## config.mk

```make
export PLATFORM = sky130hd
export DESIGN_NAME = qmr_rnd
export DESIGN_NICKNAME = d
export VERILOG_FILES = /design/src/qmr_pkg.sv /design/src/qmr_rnd.sv
export SDC_FILE = /design/constraint.sdc
export NUM_CORES = 1
export LEC_CHECK = 0
export ABC_AREA = 1
export BUFFER_PORTS_ARGS = -buffer_cell sky130_fd_sc_hd__buf_2
export CORE_AREA = 2 2 230 232
export DETAILED_ROUTE_END_ITERATION = 6
export DIE_AREA = 0 0 232 234
export PLACE_DENSITY_LB_ADDON = 0.25
export REMOVE_ABC_BUFFERS = 1
export SYNTH_ARGS = -nofsm -noshare
export SYNTH_HDL_FRONTEND = slang
export SYNTH_SLANG_ARGS = --single-unit
```

## constraint.sdc

```tcl
create_clock -name clk -period 5.84 [get_ports clk]
set_input_delay 1.168 -clock clk [delete_from_list [all_inputs] [get_ports clk]]
set_output_delay 1.168 -clock clk [all_outputs]
set_load 0.01 [all_outputs]
```

## src/qmr_pkg.sv

```systemverilog
// Shared types, codes and Hamilton product term tables for the quaternion unit.
`default_nettype none

package qmr_pkg;

  // Default component width (Q1.15)
  localparam int COMPONENT_BITS_DEF = 16;

  // Quaternion components per operand
  localparam int NUM_COMP  = 4;
  // Products summed per result component
  localparam int NUM_TERMS = 4;

  typedef logic [1:0] comp_idx_t;

  // Component positions
  localparam comp_idx_t COMP_W = 2'd0;
  localparam comp_idx_t COMP_X = 2'd1;
  localparam comp_idx_t COMP_Y = 2'd2;
  localparam comp_idx_t COMP_Z = 2'd3;

  // Operation selector carried in tuser
  typedef enum logic {
    OP_PRODUCT = 1'b0,
    OP_ROTATE  = 1'b1
  } opcode_t;

  // Hamilton product: result component c is the sum over t of
  // +/- left[HAM_A_IDX[c][t]] * right[HAM_B_IDX[c][t]], negated where HAM_NEG is set.
  localparam comp_idx_t HAM_A_IDX [NUM_COMP][NUM_TERMS] = '{
    '{COMP_W, COMP_X, COMP_Y, COMP_Z},
    '{COMP_W, COMP_X, COMP_Y, COMP_Z},
    '{COMP_W, COMP_Y, COMP_Z, COMP_X},
    '{COMP_W, COMP_Z, COMP_X, COMP_Y}
  };

  localparam comp_idx_t HAM_B_IDX [NUM_COMP][NUM_TERMS] = '{
    '{COMP_W, COMP_X, COMP_Y, COMP_Z},
    '{COMP_X, COMP_W, COMP_Z, COMP_Y},
    '{COMP_Y, COMP_W, COMP_X, COMP_Z},
    '{COMP_Z, COMP_W, COMP_Y, COMP_X}
  };

  localparam logic HAM_NEG [NUM_COMP][NUM_TERMS] = '{
    '{1'b0, 1'b1, 1'b1, 1'b1},
    '{1'b0, 1'b0, 1'b0, 1'b1},
    '{1'b0, 1'b0, 1'b0, 1'b1},
    '{1'b0, 1'b0, 1'b0, 1'b1}
  };

endpackage

`default_nettype wire

```

## src/qmr_rnd.sv

```systemverilog
// Sum stage: adds four signed products, rounds to nearest and saturates each component.
`default_nettype none

module qmr_rnd #(
  parameter int PROD_BITS = 2 * qmr_pkg::COMPONENT_BITS_DEF,
  parameter int COMP_BITS = qmr_pkg::COMPONENT_BITS_DEF,
  parameter int SIDE_BITS = 1
) (
  input  logic clk,
  input  logic rst,
  input  logic in_valid,
  output logic in_ready,
  input  logic [qmr_pkg::NUM_COMP-1:0][qmr_pkg::NUM_TERMS-1:0][PROD_BITS-1:0] prod,
  input  logic [SIDE_BITS-1:0] side_in,
  output logic out_valid,
  input  logic out_ready,
  output logic [qmr_pkg::NUM_COMP-1:0][COMP_BITS-1:0] res,
  output logic [SIDE_BITS-1:0] side_out
);
  import qmr_pkg::*;

  // Two guard bits cover the four-term sum and the rounding constant
  localparam int SW   = PROD_BITS + 2;
  localparam int FRAC = COMP_BITS - 1;

  localparam logic signed [SW-1:0] RND_HALF = SW'(1) << (FRAC - 1);
  localparam logic signed [SW-1:0] SAT_MAX  = {{(SW - COMP_BITS + 1){1'b0}},
                                               {(COMP_BITS - 1){1'b1}}};
  localparam logic signed [SW-1:0] SAT_MIN  = ~SAT_MAX;

  logic [NUM_COMP-1:0][COMP_BITS-1:0] res_next;
  logic valid;

  always_comb begin
    logic signed [SW-1:0] acc;
    logic signed [SW-1:0] term;
    logic signed [SW-1:0] shifted;
    res_next = '0;
    for (int c = 0; c < NUM_COMP; c++) begin
      acc = RND_HALF;
      for (int t = 0; t < NUM_TERMS; t++) begin
        term = SW'($signed(prod[c][t]));
        acc  = HAM_NEG[c][t] ? acc - term : acc + term;
      end
      shifted = acc >>> FRAC;
      // Clamp to the signed component range
      if (shifted > SAT_MAX) begin
        res_next[c] = SAT_MAX[COMP_BITS-1:0];
      end else if (shifted < SAT_MIN) begin
        res_next[c] = SAT_MIN[COMP_BITS-1:0];
      end else begin
        res_next[c] = shifted[COMP_BITS-1:0];
      end
    end
  end

  assign in_ready  = !valid || out_ready;
  assign out_valid = valid;

  always_ff @(posedge clk) begin
    if (rst) begin
      valid <= 1'b0;
    end else if (in_ready) begin
      valid <= in_valid;
    end
  end

  always_ff @(posedge clk) begin
    if (in_valid && in_ready) begin
      res      <= res_next;
      side_out <= side_in;
    end
  end

endmodule

`default_nettype wire

```

======== After elaboration in Yosys (flattened, before gate mapping) ========
Index checks and enable logic that the tools add are counted.
word-level totals
  register bits ........................... 66
  input bits .............................. 517
operators by class
  reductions and logical operators ........ 3
  multiplexer cells ....................... 4
  add/subtract/negate cells ............... 16
  order comparisons ....................... 8
operators with widths
  kind                                                              number
  subtractor 34 x 32 -> 34 bit                                      5
  adder 16 x 32 -> 33 bit (first input constant)                    4
  adder 33 x 32 -> 34 bit                                           3
  adder 34 x 32 -> 34 bit                                           3
  greater-than comparator 19 x 16 -> 1 bit (second input constant)  4
  less-than comparator 19 x 16 -> 1 bit (second input constant)     4
  2-to-1 mux 16 bit                                                 4
  subtractor 33 x 32 -> 34 bit                                      1
  logical AND 1 bit                                                 1
  zero test 1 bit                                                   1
  logical OR 1 bit                                                  1

======== Logic depth before layout (Yosys ltp) ========
  depth after elaboration ................. 6
  gate-level depth with buffers ........... 24
  depth with buffers taken out ............ 23

======== Least setup slack after synthesis ========
Ideal clock, no wire load.
  path kind ............................... input to register
  start point ............................. in in_valid
  end point ............................... reg res[0] (netlist bit), enable pin
  library setup time ...................... 0.509 ns
  stages on the path ...................... 2
  path buffers ............................ 0
  slack ................................... 0.966 ns
  arrival time ............................ 4.364 ns
  cell sequence ........................... inv_1 > a21oi_1
on the way
  longest elaborated chain between the ends .. 1
RTL lines
  element               RTL line       RTL
  start, declared       qmr_rnd.sv:11  input logic in_valid,
  logical AND 1 bit     qmr_rnd.sv:69  if (in_valid && in_ready) begin
  end signal, assigned  qmr_rnd.sv:70  res <= res_next;
  end, declared         qmr_rnd.sv:17  output logic [qmr_pkg::NUM_COMP-1:0][COMP_BITS-1:0] res,
No other way between the ends.
A chain may end at the register's enable or synchronous reset.

======== Worst setup path in the final report ========
  start point ............................. in prod[154] (netlist bit)
  end point ............................... reg res[22] (netlist bit) (data pin)
on the way
  longest elaborated chain between the ends .. 6
  elaborated cells on any way between the ends .. 7
  those cells by class .................... add/sub (4); order compare (2); mux (1)
RTL lines
  element                                RTL line       RTL
  start, declared                        qmr_rnd.sv:13  input logic [qmr_pkg::NUM_COMP-1:0][qmr_pkg::NUM_TERMS-1:0][PROD_BITS-1:0] prod,
  adder 16 x 32 -> 33 bit (*)            qmr_rnd.sv:43  acc = HAM_NEG[c][t] ? acc - term : acc + term;
  adder 33 x 32 -> 34 bit (*)            qmr_rnd.sv:43
  adder 34 x 32 -> 34 bit (*)            qmr_rnd.sv:43
  subtractor 34 x 32 -> 34 bit (*)       qmr_rnd.sv:43
  less-than comparator 19 x 16 -> 1 bit  qmr_rnd.sv:49  end else if (shifted < SAT_MIN) begin
  2-to-1 mux 16 bit                      qmr_rnd.sv:49
Every way passes the cells marked *; elsewhere a longest branch is shown, timed or not.

==> flow_summary.toml <==
[outcome]
run_status = "finished clean"

[critical_path]
reg2regPathDepth = 2
cp.arrival_ps = 4530
path_class = "in -> reg"
start_kind = "input pin"
r2r-end = "res[61]"
crit_start = "prod[154]"
end_kind = "register"
cp.required_ps = 5940
crit_path_end = "res[22]"
regToRegSetupSlack_ps = 3620
reg2reg_from = "out_valid"
crit_path_max_fanout = 15

[min_path]
whs_path_depth = 2
hold_class = "reg -> reg"
hold_path.startpoint = "out_valid"

[timing]
setup_viol = 0
drv_slew = 0
clock_skew_ps = 7.23
hold_viol = 0
rsz0062_at_grt = "false"
max_freq_mhz = 226
worst_slew_pin_slew_ps = 888
setup_tns_ps = 0
relSlewSlack = 0.407
fin_crit_sh = 0.758
layout_setup_ws_ps = 1410
finalCriticalPeriod_ps = 4430

[yosys]
synth_edf_count = 65
syn_area_um2 = 18300
yosysSeqAreaShare = 0.108
synth_top_flop_cell = "edfxtp_1"
synthCells = 2411
yosys_warnings = 0
synth_cell_type_count = 36
async_reset_ff_frac = 0
syn_avg_cell_area_um2 = 7.57
ys_seq_elements = 66
synth_top_area_frac = 0.276
yosysTopAreaCell = "fa_1"
ys_top_cells_by_area = "fa_1 (28%), ha_1 (18%), nand2_1 (15%)"

[floorplanning]
rows = 84
die_w_um = 232
die_h_um = 234
die_area_um2 = 54300
start_util = 0.351
core-area_um2 = 52000
io_pins = 584

[final_layout]
drive_above_1_share = 0.222
fin_cells = 3692
final_util = 0.428
syn_to_final_growth_pct = 21.8
num-nets-final = 4028

[clocking]
path_clk_slew_ps = 60
cts_resized = 0
hold_buffers = 0
cts_setup_buffers = 0
cts_tree = "done"
cts_root_buf = "clkbuf_16"
clockBufferDepth = 2
clk_latency_ps = 360
clock_sinks = 66
htree_levels = 3
cts-buffers-inserted = 9

[job]
maxCapViolations = 0

[detailed_routing]
wl_per_cell_um = 14.5
ant_nets = 0
drt-total-wl_um = 53500
drt_iter0_markers = 740
vias = 16800
drt_first_pass_iters = 6
viasPerCell = 4.54
drc = 0

[placement]
dp_hpwl_um = 48800
routabilityCongestion = 0.941
io_buffers = 583
place_ws_ps = 1020
dp_cells = 3676

[global_routing]
grt_first_pass_wirelength_um = 85500
overflow = 0
antenna_found_initial = 4
grt_max_degree = 47
first_global_vias = 17200
track_usage = 0.199

[power]
total_power_mw = 8.60
p_per_area_nw_per_um2 = 386
p_leak_nw = 12.9
peakVddDrop_mv = 0.201
-- final cells by class --
cell class,count,area (um2)
Antenna cell,1,2.50
Clock buffer,9,225
Clock inverter,6,58.8
Fill cell,5465,29800
Inverter,530,1990
Multi-Input combinational cell,1807,14200
Sequential cell,66,1970
Tap cell,688,861
Timing Repair Buffer,585,2930
-- worst min-delay path by stage --
stage / to / slack, ps
after CTS: out_valid / 680
after global placement: out_valid / 670
final: out_valid / 660
after detailed placement: out_valid / 670
after floorplan: out_valid / 580
after global routing: out_valid / 670
-- cell usage in the layout, fill, tap and decap left out, types with 4 or more instances in the layout --
cell type | Yosys | routed
nand2_1 | 743 | 743
buf_2 | 0 | 583
inv_1 | 525 | 525
ha_1 | 260 | 260
fa_1 | 252 | 252
nor2_1 | 142 | 142
a21oi_1 | 108 | 107
nand3_1 | 70 | 70
edfxtp_1 | 65 | 65
nand2_2 | 38 | 38
xor2_1 | 25 | 25
nor3_1 | 24 | 24
xnor2_1 | 24 | 24
o21bai_1 | 20 | 20
o21ai_0 | 18 | 18
nand4_1 | 15 | 15
a21o_1 | 11 | 11
a31oi_1 | 9 | 9
clkbuf_16 | 0 | 9
nand2_4 | 7 | 7
and3_1 | 7 | 7
nor4_1 | 6 | 6
nor2_4 | 5 | 5
nor4_2 | 5 | 5
inv_2 | 5 | 5
nand3b_1 | 4 | 4
-- sequential cells by signal, summed over array words and instances (netlist names) --
register,count
out_valid,1
res,64
side_out,1
-- stage by stage --
stage / cell area (um2) / hold WS (ps)
4_1_cts: 22200 / 677
3_3_place_gp: 22000 / 670
2_1_floorplan: 18200 / 577
6_report: 22200 / 661
5_1_grt: 22200 / 667
3_5_place_dp: 22000 / 669
-- report_power, final --
| part | internal (mW) | switching [mW] |
|---|---|---|
| clock network | 0.325 | 0.228 |
| logic | 2.51 | 4.47 |
| registers | 0.980 | 0.0805 |
| total | 3.82 | 4.78 |
-- cell families (layout without fill, tap and decap cells) --
logic type	after synthesis	in the layout	share of synthesized area
AO/OA/AOI/OAI	173	173	0.0532
XOR/XNOR	49	49	0.0235
adder cells (fa/ha/maj)	512	512	0.454
buffers and inverters	538	1130	0.115
flip-flops	66	66	0.108
other	0	1	0
AND/OR/NAND/NOR	1073	1073	0.246
-- worst max-delay path, stage by stage --
cell and delay, ps:
buf_2 70, inv_1 40, fa_1 570, inv_1 60, fa_1 470, ha_1 320
ha_1 370, a21oi_1 350, nor2_1 70, nor2_1 120, nand2_1 70, a21oi_1 110
nand2_1 100, nand2_1 80, nand3_1 80, nand2_2 110, nand2_2 180, nand2_1 120
nand2_1 60
-- cell usage after synthesis, types with 9 or more instances --
| library cell | n |
|---|---|
| fa_1 | 252 |
| nand2_1 | 743 |
| xnor2_1 | 24 |
| nor3_1 | 24 |
| inv_1 | 525 |
| xor2_1 | 25 |
| nand4_1 | 15 |
| a21o_1 | 11 |
| a31oi_1 | 9 |
| nand3_1 | 70 |
| ha_1 | 260 |
| a21oi_1 | 108 |
| o21ai_0 | 18 |
| nor2_1 | 142 |
| o21bai_1 | 20 |
| edfxtp_1 | 65 |
| nand2_2 | 38 |
-- layer usage --
| metal | part of all wire | track usage |
|---|---|---|
| met1 | 0.44 | 0.252 |
| met2 | 0.48 | 0.353 |
| met3 | 0.056 | 0.0277 |
| met4 | 0.023 | 0.0565 |
| met5 | 0 | 0 |
Power figures use the tool's default switching activity.
